### config.mk
export PLATFORM = sky130hd
export DESIGN_NAME = ordered_held_key_tracker_unit
export DESIGN_NICKNAME = d
export VERILOG_FILES = /design/src/ohkt_pkg.sv /design/src/ohkt_list.sv /design/src/ordered_held_key_tracker_unit.sv
export SDC_FILE = /design/constraint.sdc
export NUM_CORES = 1
export LEC_CHECK = 0
export BUFFER_PORTS_ARGS = -buffer_cell sky130_fd_sc_hd__buf_4
export CAP_MARGIN = 40
export CORE_MARGIN = 2
export CORE_UTILIZATION = 50
export CTS_CLUSTER_DIAMETER = 50
export DETAILED_ROUTE_END_ITERATION = 10
export PLACE_DENSITY = 0.68
export SYNTH_ARGS = -nofsm -noshare
export SYNTH_HDL_FRONTEND = slang
export SYNTH_SLANG_ARGS = --single-unit
### constraint.sdc
create_clock -name clk -period 7.1 [get_ports clk]
set_input_delay 1.42 -clock clk [delete_from_list [all_inputs] [get_ports clk]]
set_output_delay 1.42 -clock clk [all_outputs]
set_load 0.03 [all_outputs]
### src/ohkt_pkg.sv
// ----------------------------------------------------------------------------
// ohkt_pkg
// shared constants, codes and types of the ordered held-key tracker
// ----------------------------------------------------------------------------
`default_nettype none

package ohkt_pkg;

    localparam int MAX_HELD_KEYS = 16;
    localparam int IDX_W         = (MAX_HELD_KEYS > 1) ? $clog2(MAX_HELD_KEYS) : 1;
    localparam int CNT_W         = $clog2(MAX_HELD_KEYS + 1);
    localparam int KEY_W         = 8;
    localparam int FUNC_W        = 2;
    localparam int POS_W         = 5;
    localparam int COUNT_W       = 5;

    localparam logic [POS_W-1:0] POS_NONE = '1;

    typedef enum logic [FUNC_W-1:0] {
        FUNC_PRESS   = 2'd0,
        FUNC_RELEASE = 2'd1,
        FUNC_QUERY   = 2'd2,
        FUNC_COMBO   = 2'd3
    } func_t;

    typedef struct packed {
        logic             append_en;
        logic [IDX_W-1:0] append_idx;
        logic             shift_en;
        logic [IDX_W-1:0] rd_idx;
    } list_cmd_t;

endpackage

`default_nettype wire

### src/ohkt_list.sv
// ----------------------------------------------------------------------------
// ohkt_list
// held key storage with one read port, append and close-gap writes, and the
// shared key compare unit
// ----------------------------------------------------------------------------
`default_nettype none

module ohkt_list (
    input  wire logic                   clk,
    input  wire ohkt_pkg::list_cmd_t    cmd,
    input  wire logic [ohkt_pkg::KEY_W-1:0] key,
    output logic                        hit
);
    import ohkt_pkg::*;

    logic [KEY_W-1:0] entry_reg [MAX_HELD_KEYS];
    logic [KEY_W-1:0] rd_data;
    logic [IDX_W-1:0] shift_dst;

    assign rd_data   = entry_reg[cmd.rd_idx];
    assign shift_dst = cmd.rd_idx - IDX_W'(1);
    assign hit       = (rd_data == key);

    always_ff @(posedge clk)
    begin
        if (cmd.append_en)
        begin
            entry_reg[cmd.append_idx] <= key;
        end
        else if (cmd.shift_en)
        begin
            entry_reg[shift_dst] <= rd_data;
        end
    end

endmodule

`default_nettype wire

### src/ordered_held_key_tracker_unit.sv
// ----------------------------------------------------------------------------
// ordered_held_key_tracker_unit
// held key list in press order with query and hotkey combo matching
// ----------------------------------------------------------------------------
// query, press and release search the list of held keys (up to 16) in press order;
//   a release then closes the gap and a combo element searches the list once more
// one word at a time; the single key compare scans one list entry per cycle
// a new word is taken once the previous result is loaded into the output stage
// reset clears the list length and combo state; list entries are not cleared
`default_nettype none

module ordered_held_key_tracker_unit (
    input  wire logic                          clk,
    input  wire logic                          rst_n,
    input  wire logic                          in_valid,
    output logic                               in_stall,
    input  wire logic [ohkt_pkg::FUNC_W-1:0]   func,
    input  wire logic [ohkt_pkg::KEY_W-1:0]    key_code,
    input  wire logic                          ordered_mode,
    input  wire logic                          combo_last,
    output logic                               out_valid,
    input  wire logic                          out_stall,
    output logic                               is_held,
    output logic signed [ohkt_pkg::POS_W-1:0]  position,
    output logic [ohkt_pkg::COUNT_W-1:0]       held_count,
    output logic                               combo_match,
    output logic                               press_dropped
);
    import ohkt_pkg::*;

    typedef enum logic [2:0] {
        S_IDLE,
        S_CHECK,
        S_APPLY,
        S_SHIFT,
        S_FIND,
        S_DONE
    } state_t;

    state_t             state_reg, state_next;
    func_t              func_reg, func_next;
    logic [KEY_W-1:0]   key_reg, key_next;
    logic               ord_reg, ord_next;
    logic               last_reg, last_next;
    logic [CNT_W-1:0]   len_reg, len_next;
    logic [CNT_W-1:0]   cnext_reg, cnext_next;
    logic               cfail_reg, cfail_next;
    logic [CNT_W-1:0]   scan_reg, scan_next;
    logic               found_reg, found_next;
    logic [IDX_W-1:0]   fpos_reg, fpos_next;
    logic               res_held_reg, res_held_next;
    logic [IDX_W-1:0]   res_pos_reg, res_pos_next;
    logic               res_match_reg, res_match_next;
    logic               res_drop_reg, res_drop_next;

    logic               out_valid_reg, out_valid_next;
    logic               is_held_reg, is_held_next;
    logic [POS_W-1:0]   position_reg, position_next;
    logic [COUNT_W-1:0] held_count_reg, held_count_next;
    logic               combo_match_reg, combo_match_next;
    logic               press_dropped_reg, press_dropped_next;

    list_cmd_t          cmd;
    logic               hit;
    logic               in_range;
    logic               fail_now;

    ohkt_list u_list (
        .clk (clk),
        .cmd (cmd),
        .key (key_reg),
        .hit (hit)
    );

    assign in_stall      = (state_reg != S_IDLE);
    assign out_valid     = out_valid_reg;
    assign is_held       = is_held_reg;
    assign position      = position_reg;
    assign held_count    = held_count_reg;
    assign combo_match   = combo_match_reg;
    assign press_dropped = press_dropped_reg;

    assign in_range = (scan_reg < len_reg);
    assign fail_now = cfail_reg || !found_reg;

    always_comb
    begin
        state_next         = state_reg;
        func_next          = func_reg;
        key_next           = key_reg;
        ord_next           = ord_reg;
        last_next          = last_reg;
        len_next           = len_reg;
        cnext_next         = cnext_reg;
        cfail_next         = cfail_reg;
        scan_next          = scan_reg;
        found_next         = found_reg;
        fpos_next          = fpos_reg;
        res_held_next      = res_held_reg;
        res_pos_next       = res_pos_reg;
        res_match_next     = res_match_reg;
        res_drop_next      = res_drop_reg;
        out_valid_next     = out_valid_reg && out_stall;
        is_held_next       = is_held_reg;
        position_next      = position_reg;
        held_count_next    = held_count_reg;
        combo_match_next   = combo_match_reg;
        press_dropped_next = press_dropped_reg;

        cmd.append_en  = 1'b0;
        cmd.append_idx = len_reg[IDX_W-1:0];
        cmd.shift_en   = 1'b0;
        cmd.rd_idx     = scan_reg[IDX_W-1:0];

        unique case (state_reg)
            S_IDLE:
            begin
                if (in_valid)
                begin
                    func_next      = func_t'(func);
                    key_next       = key_code;
                    ord_next       = ordered_mode;
                    last_next      = combo_last;
                    found_next     = 1'b0;
                    res_match_next = 1'b0;
                    res_drop_next  = 1'b0;
                    scan_next      = '0;
                    if (func_t'(func) == FUNC_COMBO && ordered_mode)
                    begin
                        scan_next = cnext_reg;
                    end
                    if (func_t'(func) == FUNC_COMBO && cfail_reg)
                    begin
                        state_next = S_APPLY;
                    end
                    else
                    begin
                        state_next = S_CHECK;
                    end
                end
            end

            S_CHECK:
            begin
                if (in_range)
                begin
                    if (hit)
                    begin
                        found_next = 1'b1;
                        fpos_next  = scan_reg[IDX_W-1:0];
                        state_next = S_APPLY;
                    end
                    else
                    begin
                        scan_next = scan_reg + CNT_W'(1);
                    end
                end
                else
                begin
                    state_next = S_APPLY;
                end
            end

            S_APPLY:
            begin
                unique case (func_reg)
                    FUNC_PRESS:
                    begin
                        state_next = S_DONE;
                        if (found_reg)
                        begin
                            res_held_next = 1'b1;
                            res_pos_next  = fpos_reg;
                        end
                        else if (len_reg < CNT_W'(MAX_HELD_KEYS))
                        begin
                            cmd.append_en = 1'b1;
                            res_held_next = 1'b1;
                            res_pos_next  = len_reg[IDX_W-1:0];
                            len_next      = len_reg + CNT_W'(1);
                        end
                        else
                        begin
                            res_held_next = 1'b0;
                            res_drop_next = 1'b1;
                        end
                    end

                    FUNC_RELEASE:
                    begin
                        res_held_next = 1'b0;
                        if (found_reg)
                        begin
                            scan_next  = CNT_W'(fpos_reg) + CNT_W'(1);
                            state_next = S_SHIFT;
                        end
                        else
                        begin
                            state_next = S_DONE;
                        end
                    end

                    FUNC_QUERY:
                    begin
                        res_held_next = found_reg;
                        res_pos_next  = fpos_reg;
                        state_next    = S_DONE;
                    end

                    FUNC_COMBO:
                    begin
                        if (!cfail_reg && ord_reg && found_reg)
                        begin
                            cnext_next = CNT_W'(fpos_reg) + CNT_W'(1);
                        end
                        if (last_reg)
                        begin
                            res_match_next = !fail_now;
                            cnext_next     = '0;
                            cfail_next     = 1'b0;
                        end
                        else
                        begin
                            cfail_next = fail_now;
                        end
                        scan_next  = '0;
                        state_next = S_FIND;
                    end

                    default:
                    begin
                        state_next = S_DONE;
                    end
                endcase
            end

            S_SHIFT:
            begin
                if (in_range)
                begin
                    cmd.shift_en = 1'b1;
                    scan_next    = scan_reg + CNT_W'(1);
                end
                else
                begin
                    len_next   = len_reg - CNT_W'(1);
                    state_next = S_DONE;
                end
            end

            S_FIND:
            begin
                if (in_range)
                begin
                    if (hit)
                    begin
                        res_held_next = 1'b1;
                        res_pos_next  = scan_reg[IDX_W-1:0];
                        state_next    = S_DONE;
                    end
                    else
                    begin
                        scan_next = scan_reg + CNT_W'(1);
                    end
                end
                else
                begin
                    res_held_next = 1'b0;
                    state_next    = S_DONE;
                end
            end

            S_DONE:
            begin
                if (!out_valid_reg || !out_stall)
                begin
                    out_valid_next     = 1'b1;
                    is_held_next       = res_held_reg;
                    position_next      = res_held_reg ? POS_W'(res_pos_reg) : POS_NONE;
                    held_count_next    = COUNT_W'(len_reg);
                    combo_match_next   = res_match_reg;
                    press_dropped_next = res_drop_reg;
                    state_next         = S_IDLE;
                end
            end

            default:
            begin
                state_next = S_IDLE;
            end
        endcase
    end

    always_ff @(posedge clk or negedge rst_n)
    begin
        if (!rst_n)
        begin
            state_reg     <= S_IDLE;
            len_reg       <= '0;
            cnext_reg     <= '0;
            cfail_reg     <= 1'b0;
            out_valid_reg <= 1'b0;
        end
        else
        begin
            state_reg     <= state_next;
            len_reg       <= len_next;
            cnext_reg     <= cnext_next;
            cfail_reg     <= cfail_next;
            out_valid_reg <= out_valid_next;
        end
    end

    always_ff @(posedge clk)
    begin
        func_reg          <= func_next;
        key_reg           <= key_next;
        ord_reg           <= ord_next;
        last_reg          <= last_next;
        scan_reg          <= scan_next;
        found_reg         <= found_next;
        fpos_reg          <= fpos_next;
        res_held_reg      <= res_held_next;
        res_pos_reg       <= res_pos_next;
        res_match_reg     <= res_match_next;
        res_drop_reg      <= res_drop_next;
        is_held_reg       <= is_held_next;
        position_reg      <= position_next;
        held_count_reg    <= held_count_next;
        combo_match_reg   <= combo_match_next;
        press_dropped_reg <= press_dropped_next;
    end

endmodule

`default_nettype wire

# Word-level counts from Yosys, hierarchy flattened
# Memories as Yosys holds them, arrays and structs flattened. A register that Yosys moved wholly into a read port is not among the register bits.
# Index checks and enable logic that the tools add are counted.
[classes] reduce_logical=37 n_eq_ne=33 n_mux=66 addsub=5 n_lt_le_gt_ge=2
[ops] operator="$mux W5" count=13
[ops] operator="$ne A2 B2 Y1 const B" count=14
[ops] operator="$mux W1" count=25
[ops] operator="$mux W3" count=8
[ops] operator="$mux W4" count=6
[ops] operator="$pmux W5 S2" count=2
[ops] operator="$pmux W5 S4" count=1
[ops] operator="$reduce_and A5 Y1" count=4
[ops] operator="$pmux W3 S6" count=1
[ops] operator="$pmux W4 S2" count=2
[ops] operator="$add A5 B1 Y5 const B" count=2
[ops] operator="$reduce_bool A2 Y1" count=5
[ops] operator="$ne A3 B3 Y1 const B" count=3
[ops] operator="$pmux W3 S3" count=1
[ops] operator="$reduce_and A3 Y1" count=3
[ops] operator="$eq A8 B8 Y1" count=1
[ops] operator="$mux W8" count=1
[ops] operator="$pmux W1 S2" count=4
[ops] operator="$reduce_and A4 Y1" count=2
[ops] operator="$reduce_or A8 Y1" count=1
[ops] operator="$reduce_and A7 Y1" count=1
[ops] operator="$eq A2 B2 Y1 const B" count=3
[ops] operator="$eq A3 B2 Y1 const B" count=2
[ops] operator="$eq A3 B3 Y1 const B" count=2
[ops] operator="23 further kinds" count=36
[totals] n_memories=1 in_bits=16 wordCells=166 regBits=57 out_inout_bits=15 mem_bits_rw=128
[mem_list] memory="u_list.entry_reg" words=16 width=8 rd=1 rd_ports_with_merged_regs=1 write_ports=1 line="ohkt_list.sv:16" text="logic [KEY_W-1:0] entry_reg [MAX_HELD_KEYS];"

# Logic depth before layout (Yosys ltp)
# Gate-level depths: netlist of run 1.
[depth] ltp_word=9 mapped_depth=11 mapped_depth_nobuf=9

# By module
# From an unflattened synthesis of run 1, not the netlist that was laid out.
[hier_totals] cells_unflattened=582 area_unflattened_um2=8393.0
[modules_own_cells] mod="ohkt_list" seq_area_each_um2=3843.7 cells_per_inst=332 area_each_um2=5522.8 n_inst=1
[modules_own_cells] mod="ordered_held_key_tracker_unit" seq_area_each_um2=1636.6 cells_per_inst=250 area_each_um2=2870.3 n_inst=1

# Worst setup path after synthesis of run 1
# Ideal clock, no wire load.
[synth_timing] kind="reg2reg" start="reg len_reg[1]" end="mem u_list.entry_reg[6][0] (enable)" setup_slack_ns=4.029 required_ns=6.730 setup_ns=0.370 arrival_ns=2.701 path_stages_with_launch=11 period_less_slack_ns=3.071 path_buffers=1 path_cell_list="dfrtp_1 inv_1 ha_1 a21o_1 a21o_1 a21o_1 a211oi_1 clkbuf_1 mux2i_1 nand2_1 nor2_1"
[synth_between] elab_chain_len=9 elab_cells_between_ends=16 cone_classes="order compare (2); mux (13); reduce/logical (1)"
[synth_rtl] item="start: declaration" line="ordered_held_key_tracker_unit.sv:45" text="logic [CNT_W-1:0] len_reg, len_next;"
[synth_rtl] item="start signal: assignment" line="ordered_held_key_tracker_unit.sv:307" text="len_reg <= len_next;"
[synth_rtl] item="$lt A5 B5 Y1" line="ordered_held_key_tracker_unit.sv:175" text="else if (len_reg < CNT_W'(MAX_HELD_KEYS))"
[synth_rtl] item="$mux W1" line="ordered_held_key_tracker_unit.sv:175"
[synth_rtl] item="$mux W1" line="ordered_held_key_tracker_unit.sv:170" text="if (found_reg)"
[synth_rtl] item="$mux W1" line="ordered_held_key_tracker_unit.sv:166" text="unique case (func_reg)"
[synth_rtl] item="$mux W1" line="ordered_held_key_tracker_unit.sv:115" text="unique case (state_reg)"
[synth_rtl] item="$mux W1" line="ohkt_list.sv:26" text="if (cmd.append_en)"
[synth_rtl] item="$mux W1 (implied by the code)" line="ohkt_list.sv:32" text="entry_reg[shift_dst] <= rd_data;"
[synth_rtl] item="$reduce_or A8 Y1 (no line)"
[synth_rtl] item="$mux W4 (no line) or $mux W1 (tied branches)"
[synth_rtl] item="end: declaration" line="ohkt_list.sv:16"
# Several ways; a longest one is shown, not always the timed one.

==> results of run 1 <==
[area by class of cell]
class	instances	area [um2]
fillers	1296	6994
flip-flops and latches	189	5562
multi-input cells	328	2699
clock buffers	18	429.2
repair buffers	56	415.4
well taps	220	275.3
clock inverters	13	130.1
inverters	21	78.83
[layer usage]
layer | up-vias | GRT usage [%] | routed length [um]
li1 | 2251 | - | -
met2 | 155 | 34.87 | 8737
met5 | - | 0 | 0
met3 | 30 | 3.666 | 756
met1 | 2425 | 26.03 | 7313
met4 | 0 | 8.363 | 423
[power breakdown]
part	leakage [nW]	internal [mW]	switching, mW
Clock	0.274	0.491	0.415
Sequential	1.77	1.46	0.152
Combinational	1.37	0.604	0.822
Total	3.41	2.55	1.39
[per-stage QoR]
step | total power, mW | util [%]
after global placement | 3.018 | 53.85
after floorplan | 2.690 | -
after global routing | 4.156 | 57.82
after CTS | 3.961 | 57.75
after detailed placement | 3.053 | 54.38
final | 3.942 | 57.82
[path summary, 6_finish.rpt]
path                                    start  depth (start not counted)             end  slack (ns)
worst max-delay path                flip-flop                          8  res_pos_reg[2]        3.21
worst min-delay path            res_match_reg                          0     combo_match        0.42
worst max register to register      flip-flop                          8  res_pos_reg[2]        3.21
worst min register to register  res_match_reg                          0     combo_match        0.42
max in group asynchronous               rst_n                          1      len_reg[3]        6.04
min in group asynchronous               rst_n                          1       cfail_reg        0.85
[layout by cell type (no fill, tap or decap), types with 2 or more instances in the layout]
cell type	instances
nor2b_1	4
ha_1	15
a21o_1	6
mux2i_1	29
mux4_2	18
buf_4	54
dfxtp_1	3
inv_6	6
mux2_2	11
a211oi_1	2
a22oi_1	7
nand3_1	9
edfxtp_1	170
xor2_1	11
inv_1	20
a41oi_1	2
o31ai_1	5
o21ai_0	24
or2_2	2
clkbuf_16	17
inv_8	2
clkinv_1	2
a31oi_1	6
buf_2	2
mux2_4	4
a21oi_1	21
nor2_1	27
xnor2_1	20
mux4_1	6
o211ai_1	5
nand2b_1	7
a221o_1	3
nor3_1	19
dfrtp_1	15
nand2_1	47
[logic make-up after synthesis]
logic type               synth area share, %
buffers and inverters                  2.410
AND/OR/NAND/NOR                        6.712
multiplexers                           12.68
AO/OA/AOI/OAI                          6.831
flip-flops                             65.70
XOR/XNOR                               3.208
adder cells (fa/ha/maj)                2.454
==> summary.txt, run 1 <==
grt ovf - 0
CTS resizes - 0
row count - 47
register area share after synthesis - 65.70%
Fin Hold WS - 0.4215 ns
Clock Sinks - 189
startpoint types - flip-flop
count leader, synth - edfxtp_1
critical path cell sequence - buf_4, mux4_1, mux2_2, xnor2_1, a41oi_1, nor4_4, a21oi_1, a211oi_1
Synth area leader - edfxtp_1
RD Place Congestion - 0.8451
Tot GR Track Use - 20.43%
DR vias/cell - 5.753
CP top delay family - compound AO/OA/AOI/OAI gates
DPL Wire Length - 12,040 um
slowest CP cell - mux4_1
core box area - 0.01658 mm2
DRC - 0
Post-Route WL - 17,230 um
setup bufs post-CTS - 0
Initial DRT Pass Iterations - 5
worst skew pair latency - 0.43 ns
Final Hold Vio Count - 0
vias in the first global route - 4,932
maximum clock insertion buffer count - 2
ranking of synthesized cells by area - edfxtp_1, mux4_2, dfrtp_1
Critical Path AT - 3.96 ns
Post-Synthesis Cells - 560
setup_tns - 0 ns
Tcrit/Tclk final - 54.83%
status - completed
Num CTS Buffers - 17
Crit Path Max Fanout - 40
CP endpoint kind - flip-flop
Avg WL per Cell - 20.39 um
Vias - 4,861
unrepaired setup endpoints after global routing - no
main flop type after synthesis - edfxtp_1
worst slack, placed - 3.219 ns
Die W - 134.1 um
Max Cap Viol - 0
fmax - 0.2569 GHz
Cell Area, Synth - 0.008463 mm2
clock root cell - clkbuf_16
largest net degree at the start of global routing - 41
Synth top cells by count - edfxtp_1, nand2_1, mux2i_1
area grow syn2layout - 13.31%
diodes inserted - 0
io pins - 31
mean post-synth cell area - 15.11 um2
port buffer count - 30
Power Density - 411.1 mW/mm2
hold_buf cts - 0
Ys Warns - 0
Clock Skew - 0.007234 ns
htree depth - 4
fin nets - 645
number of flip-flops in the largest register - 128
Post-DRT Antenna Nets - 0
Crit Path Category - flip-flop to flip-flop
final max-slew violation count - 0
FF+latch count, synth - 189
# setup viols final - 0
Leak Pwr - 3.407 nW
DIE HEIGHT - 134.1 um
Post-synth EDFFs - 170
initial antenna violation count - 0
VDD IR max - 0.2137 mV
syn nets - 592
DP Area - 0.009017 mm2
final non-filler cell total - 845
first-pass GRT wire length - 27,190 um
Worst Setup Slack, final - 3.207 ns
Clock Pin Slew Worst Setup and Hold Paths - 0.07 ns
Design Area, Final - 0.009589 mm2
Synth cell types - 54
share of layout cells above drive strength 1 - 20.32%
CTS tree - built
Final Critical Period - 3.893 ns
CP max stage delay - 0.65 ns
placed cell count - 812
Initial Utilization - 51.03%
Async SR Flop Fraction - 7.937%
number of DRC markers in iteration 0 - 387
Hold Crit Class - flip-flop to flip-flop
die area - 0.01798 mm2
Slew @ Worst Pin - 0.9329 ns
Synth top area share - 60.32%
slew margin rel. - 37.58%
CP required - 7.16 ns
WP buf/inv - 1
Power figures use the tool's default switching activity.
==> run 2: changes to the inputs <==
--- a/config.mk
+++ b/config.mk
@@ -5,13 +5,14 @@
 export SDC_FILE = /design/constraint.sdc
 export NUM_CORES = 1
 export LEC_CHECK = 0
+export ABC_AREA = 1
 export BUFFER_PORTS_ARGS = -buffer_cell sky130_fd_sc_hd__buf_4
 export CAP_MARGIN = 40
 export CORE_MARGIN = 2
 export CORE_UTILIZATION = 50
 export CTS_CLUSTER_DIAMETER = 50
 export DETAILED_ROUTE_END_ITERATION = 10
-export PLACE_DENSITY = 0.68
+export PLACE_DENSITY = 0.7
 export SYNTH_ARGS = -nofsm -noshare
 export SYNTH_HDL_FRONTEND = slang
 export SYNTH_SLANG_ARGS = --single-unit
==> constraint.sdc (replaced) <==
create_clock -name clk -period 3.2 [get_ports clk]
set_input_delay 0.64 -clock clk [delete_from_list [all_inputs] [get_ports clk]]
set_output_delay 0.64 -clock clk [all_outputs]
set_load 0.03 [all_outputs]
==> summary.txt, run 2 <==
FF-to-FF End - u_list.entry_reg[6][2]
Synth top cells by count - nand2_1, edfxtp_1, inv_1
Tot GR Track Use - 23.07%
Initial Utilization - 51.50%
FF+latch count, synth - 189
Design Area, Final - 0.009920 mm2
largest net degree at the start of global routing - 58
area grow syn2layout - 15.33%
CP Launch Point - len_reg[2]
Num CTS Buffers - 17
count leader, synth - nand2_1
vias in the first global route - 5,746
Synth area leader - edfxtp_1
Cell Area, Synth - 0.008601 mm2
Clock Sinks - 189
Post-Synthesis Cells - 843
Critical Path AT - 3.09 ns
CP required - 3.35 ns
core box area - 0.01670 mm2
Post-Route WL - 20,160 um
register area share after synthesis - 64.65%
fmax - 0.3396 GHz
Clock Skew - 0.01259 ns
GR Layer Usage met3 - 4.489%
Vias - 6,086
RD Place Congestion - 0.9341
commonest cells after routing, fill and taps aside - nand2_1, edfxtp_1, inv_1
die area - 0.01827 mm2
hold_buf cts - 0
Crit Path Max Fanout - 10
Final Critical Period - 2.945 ns
mean post-synth cell area - 10.20 um2
Leak Pwr - 4.172 nW
htree depth - 4
Post-synth EDFFs - 170
Crit Path Category - flip-flop to flip-flop
Synth cell types - 36
Final Power - 9.045 mW
Clock Pin Slew Worst Setup and Hold Paths - 0.07 ns
port buffer count - 30
critical path cell sequence - inv_1, ha_1, a21oi_1, o21a_1, nand2_1, inv_1, nand2_1, o21ai_0, nand2_1, nor2_1, buf_4
CP top delay family - simple AND/OR/NAND/NOR gates
setup_tns - 0 ns
Avg WL per Cell - 17.63 um
setup bufs post-CTS - 0
Tcrit/Tclk final - 92.03%
DR vias/cell - 5.320
maximum clock insertion buffer count - 2
# setup viols final - 0
Hold Crit Class - input pin to asynchronous set/reset pin
number of DRC markers in iteration 0 - 625
row count - 47
Die W - 135.2 um
WP buf/inv - 3
Async SR Flop Fraction - 7.937%
Initial DRT Pass Iterations - 5
main flop type after synthesis - edfxtp_1
DIE HEIGHT - 135.2 um
DRC - 0
CP max stage delay - 0.40 ns
startpoint types - flip-flop
number of flip-flops in the largest register - 128
Slew @ Worst Pin - 0.5965 ns
Power Density - 911.9 mW/mm2
share of layout cells above drive strength 1 - 12.99%
Synth top area share - 59.35%
first-pass GRT wire length - 31,150 um
VDD IR max - 0.4536 mV
Critical Path Sink - u_list.entry_reg[6][2]
grt ovf - 0
met2 usage - 34.40%
Final Hold Vio Count - 0
Fin Hold WS - 0.05729 ns
clock root cell - clkbuf_16
Ys Warns - 0
worst r2r src - len_reg[2]
DPL Wire Length - 14,250 um
CTS resizes - 0
CP endpoint kind - flip-flop
initial antenna violation count - 0
r2r setup slk - 0.26 ns
most common cell after layout, fill and taps aside - nand2_1
met1 Use GR - 33.99%
fin nets - 943
slew margin rel. - 60.24%
DP Area - 0.009321 mm2
CP Depth - 11
Most common cell on crit path - nand2_1
final max-slew violation count - 0
ranking of synthesized cells by area - edfxtp_1, nand2_1, nand3_1
syn nets - 875
GRT Max-Usage Layer - met2
unrepaired setup endpoints after global routing - no
worst skew pair latency - 0.44 ns
io pins - 31
Max Cap Viol - 0
CTS tree - built
worst reg2reg path depth - 11
status - completed
diodes inserted - 0
Post-DRT Antenna Nets - 0
slowest CP cell - dfrtp_1
==> run 2: cell count changes after synthesis, moves of 13 or more <==
| cell | change |
|---|---|
| inv_1 | +77 |
| xnor2_1 | -17 |
| mux2i_1 | -29 |
| nor2_1 | +35 |
| mux4_2 | -18 |
| nor3_1 | -16 |
| buf_2 | +13 |
| nand3_1 | +80 |
| nand2_1 | +207 |
==> run 2: cell families (layout without fill, tap and decap cells) <==
group	count (synthesis)	count (layout)	share of synthesized area (%)
compound gates	77	77	5.397
xor+xnor	11	11	1.120
fa+ha+maj	16	16	2.415
buf+inv	128	209	6.212
flops	189	189	64.65
simple gates	422	422	20.21
==> run 2: cell type report <==
| type | instances | area (um2) |
|---|---|---|
| multi-input combinational | 526 | 2506 |
| clock inverter | 13 | 165.2 |
| timing repair buffer | 77 | 603.1 |
| fill | 1384 | 6782 |
| sequential | 189 | 5562 |
| inverter | 100 | 375.4 |
| tap | 220 | 275.3 |
| clock buffer | 19 | 432.9 |
==> run 2: worst register-to-register path, cell delays in order (launching register included) <==
cell and delay [ns]:
dfrtp_1 0.40, inv_1 0.10, ha_1 0.29, a21oi_1 0.16, o21a_1 0.15, nand2_1 0.11
inv_1 0.17, nand2_1 0.22, o21ai_0 0.37, nand2_1 0.28, nor2_1 0.20, buf_4 0.19
==> run 2: metrics by stage <==
step / instances / util, % / setup WS [ns]
after detailed placement: 1112 / 55.81 / 0.3420
after global placement: 1112 / 55.81 / 0.4916
after floorplan: 843 / - / 0.5033
final: 1144 / 59.39 / 0.2551
after global routing: 1144 / 59.39 / 0.05359
after CTS: 1144 / 59.39 / 0.3052
==> run 2: worst min-delay path by stage <==
stage | from | end | slack [ns] | cells past startpoint
6_report | rst_n | len_reg[3] | 0.06 | 1
5_1_grt | rst_n | state_reg[0] | 0.07 | 1
4_1_cts | rst_n | state_reg[0] | 0.06 | 1
3_5_place_dp | res_drop_reg | press_dropped | 0.41 | 0
3_3_place_gp | res_drop_reg | press_dropped | 0.41 | 0
2_1_floorplan | rst_n | cfail_reg | 0.34 | 0
==> run 2: layer usage <==
metal | part of all wire (%) | vias up
li1 | - | 2954
met3 | 7.3 | 35
met2 | 44 | 232
met1 | 46 | 2865
met5 | 0 | -
met4 | 2.4 | 0
==> run 2: power by group <==
part           leakage [nW]  switching (mW)  internal [mW]
clock network         0.283           0.905           1.23
logic                  2.12            2.40           1.08
registers              1.77           0.203           3.23
total                  4.17            3.51           5.54
==> run 3: changes to the inputs <==
--- a/config.mk
+++ b/config.mk
@@ -13,6 +13,7 @@
 export CTS_CLUSTER_DIAMETER = 50
 export DETAILED_ROUTE_END_ITERATION = 10
 export PLACE_DENSITY = 0.7
+export RECOVER_POWER = 100
 export SYNTH_ARGS = -nofsm -noshare
 export SYNTH_HDL_FRONTEND = slang
 export SYNTH_SLANG_ARGS = --single-unit
==> summary.txt, run 3 (synthesis gave the netlist of run 2 again) <==
slowest CP cell - dfrtp_1
worst skew pair latency - 0.44 ns
# setup viols final - 0
largest net degree at the start of global routing - 58
commonest cells after routing, fill and taps aside - nand2_1, edfxtp_1, inv_1
worst reg2reg path depth - 11
Fin Hold WS - 0.3215 ns
port buffer count - 30
area grow syn2layout - 13.40%
htree depth - 4
CP required - 3.33 ns
initial antenna violation count - 0
final non-filler cell total - 1,144
Design Area, Final - 0.009753 mm2
core box area - 0.01670 mm2
Initial DRT Pass Iterations - 5
slew margin rel. - 29.86%
FF-to-FF End - u_list.entry_reg[6][2]
uppermost layer routed - met4
Power Density - 915.5 mW/mm2
placed cell count - 1,112
status - completed
fmax - 0.3310 GHz
Critical Path Sink - u_list.entry_reg[6][2]
Clock Pin Slew Worst Setup and Hold Paths - 0.07 ns
wire length on met3 - 1341 um
CP max stage delay - 0.40 ns
CP Launch Point - len_reg[2]
maximum clock insertion buffer count - 2
DRC - 0
Filler cells - 1,431
Critical Path AT - 3.15 ns
Hold Crit Class - input pin to asynchronous set/reset pin
area taken by flip-flops and latches - 0.005562 mm2
clock root cell - clkbuf_16
Final Critical Period - 3.021 ns
row count - 47
io pins - 31
fin nets - 943
CTS tree - built
Die W - 135.2 um
Post-Route WL - 20,280 um
Tot GR Track Use - 23.07%
Max Cap Viol - 0
setup_tns - 0 ns
Clock Sinks - 189
vias in the first global route - 5,746
number of DRC markers in iteration 0 - 601
r2r setup slk - 0.18 ns
critical path cell sequence - inv_1, ha_1, a21oi_1, o21a_1, nand2_1, inv_1, nand2_1, o21ai_0, nand2_1, nor2_1, clkbuf_2
DR vias/cell - 5.336
Tcrit/Tclk final - 94.40%
Metal-1 WL - 9333 um
die area - 0.01827 mm2
unrepaired setup endpoints after global routing - no
DP Area - 0.009321 mm2
Crit Path Max Fanout - 10
Final Hold Vio Count - 0
VDD IR max - 0.4497 mV
diodes inserted - 0
Multi-input gate area - 0.002504 mm2
startpoint types - flip-flop
CP endpoint kind - flip-flop
number of flip-flops in the largest register - 128
grt ovf - 0
DPL Wire Length - 14,250 um
worst r2r src - len_reg[2]
most common cell after layout, fill and taps aside - nand2_1
DIE HEIGHT - 135.2 um
Post-DRT Antenna Nets - 0
final max-slew violation count - 0
Clock Skew - 0.01244 ns
Num CTS Buffers - 17
share of layout cells above drive strength 1 - 9.524%
hold_buf cts - 0
Leak Pwr - 4.043 nW
Avg WL per Cell - 17.73 um
CTS resizes - 0
Initial Utilization - 51.50%
wire length on met2 - 9166 um
Slew @ Worst Pin - 1.052 ns
first-pass GRT wire length - 31,150 um
Crit Path Category - flip-flop to flip-flop
Most common cell on crit path - nand2_1
setup bufs post-CTS - 0
RD Place Congestion - 0.9341
Vias - 6,104
-- run 3: changes by cell type in the layout (fill, tap and decap cells not counted) --
cell and delta:
buf_4 -58, clkbuf_1 +31, clkbuf_2 +19, clkbuf_4 +8, nand2_1 +1, nand2_2 -1
-- run 3: where the power goes --
part,internal [mW],switching [mW],total [mW]
Sequential,3.24,0.201,3.44
Clock,1.23,0.901,2.13
Combinational,0.970,2.39,3.36
-- run 3: worst min path at each step --
stage / start / endpoint / cells after the start
global route: key_code[3] / key_reg[3] / 1
floorplan: rst_n / cfail_reg / 0
detailed placement: res_drop_reg / press_dropped / 0
finish: rst_n / state_reg[0] / 1
global placement: res_drop_reg / press_dropped / 0
CTS: rst_n / state_reg[0] / 1
-- run 3: critical path: cells and delay by family (launching register included) --
kind	cells	cell delay, ns
and+or+nand+nor	4	0.81
AOI/OAI and AO/OA	3	0.67
buffers and inverters	3	0.53
DFF	1	0.40
adders and majority gates	1	0.29
-- run 3: per-stage QoR --
step           power [mW]  worst slack (ns)  util, %
2_1_floorplan       5.724            0.5033        -
3_3_place_gp        6.841            0.4916    55.81
3_5_place_dp        6.889            0.3420    55.81
4_1_cts             9.008            0.3052    59.39
5_1_grt             9.420           0.02750    58.40
6_report            8.929            0.1790    58.40
-- run 3: layer usage --
metal | up-vias | GRT usage [%]
met4 | 0 | 8.333
met2 | 217 | 34.40
met3 | 31 | 4.489
li1 | 2962 | -
met1 | 2894 | 33.99
met5 | - | 0
-- run 3: final cells by class --
type	count	area share [%]
Timing Repair Buffer	77	4.503
Sequential cell	189	57.02
Multi-Input combinational cell	526	25.67
Tap cell	220	2.822
Clock buffer	19	4.439
Clock inverter	13	1.693
Inverter	100	3.849
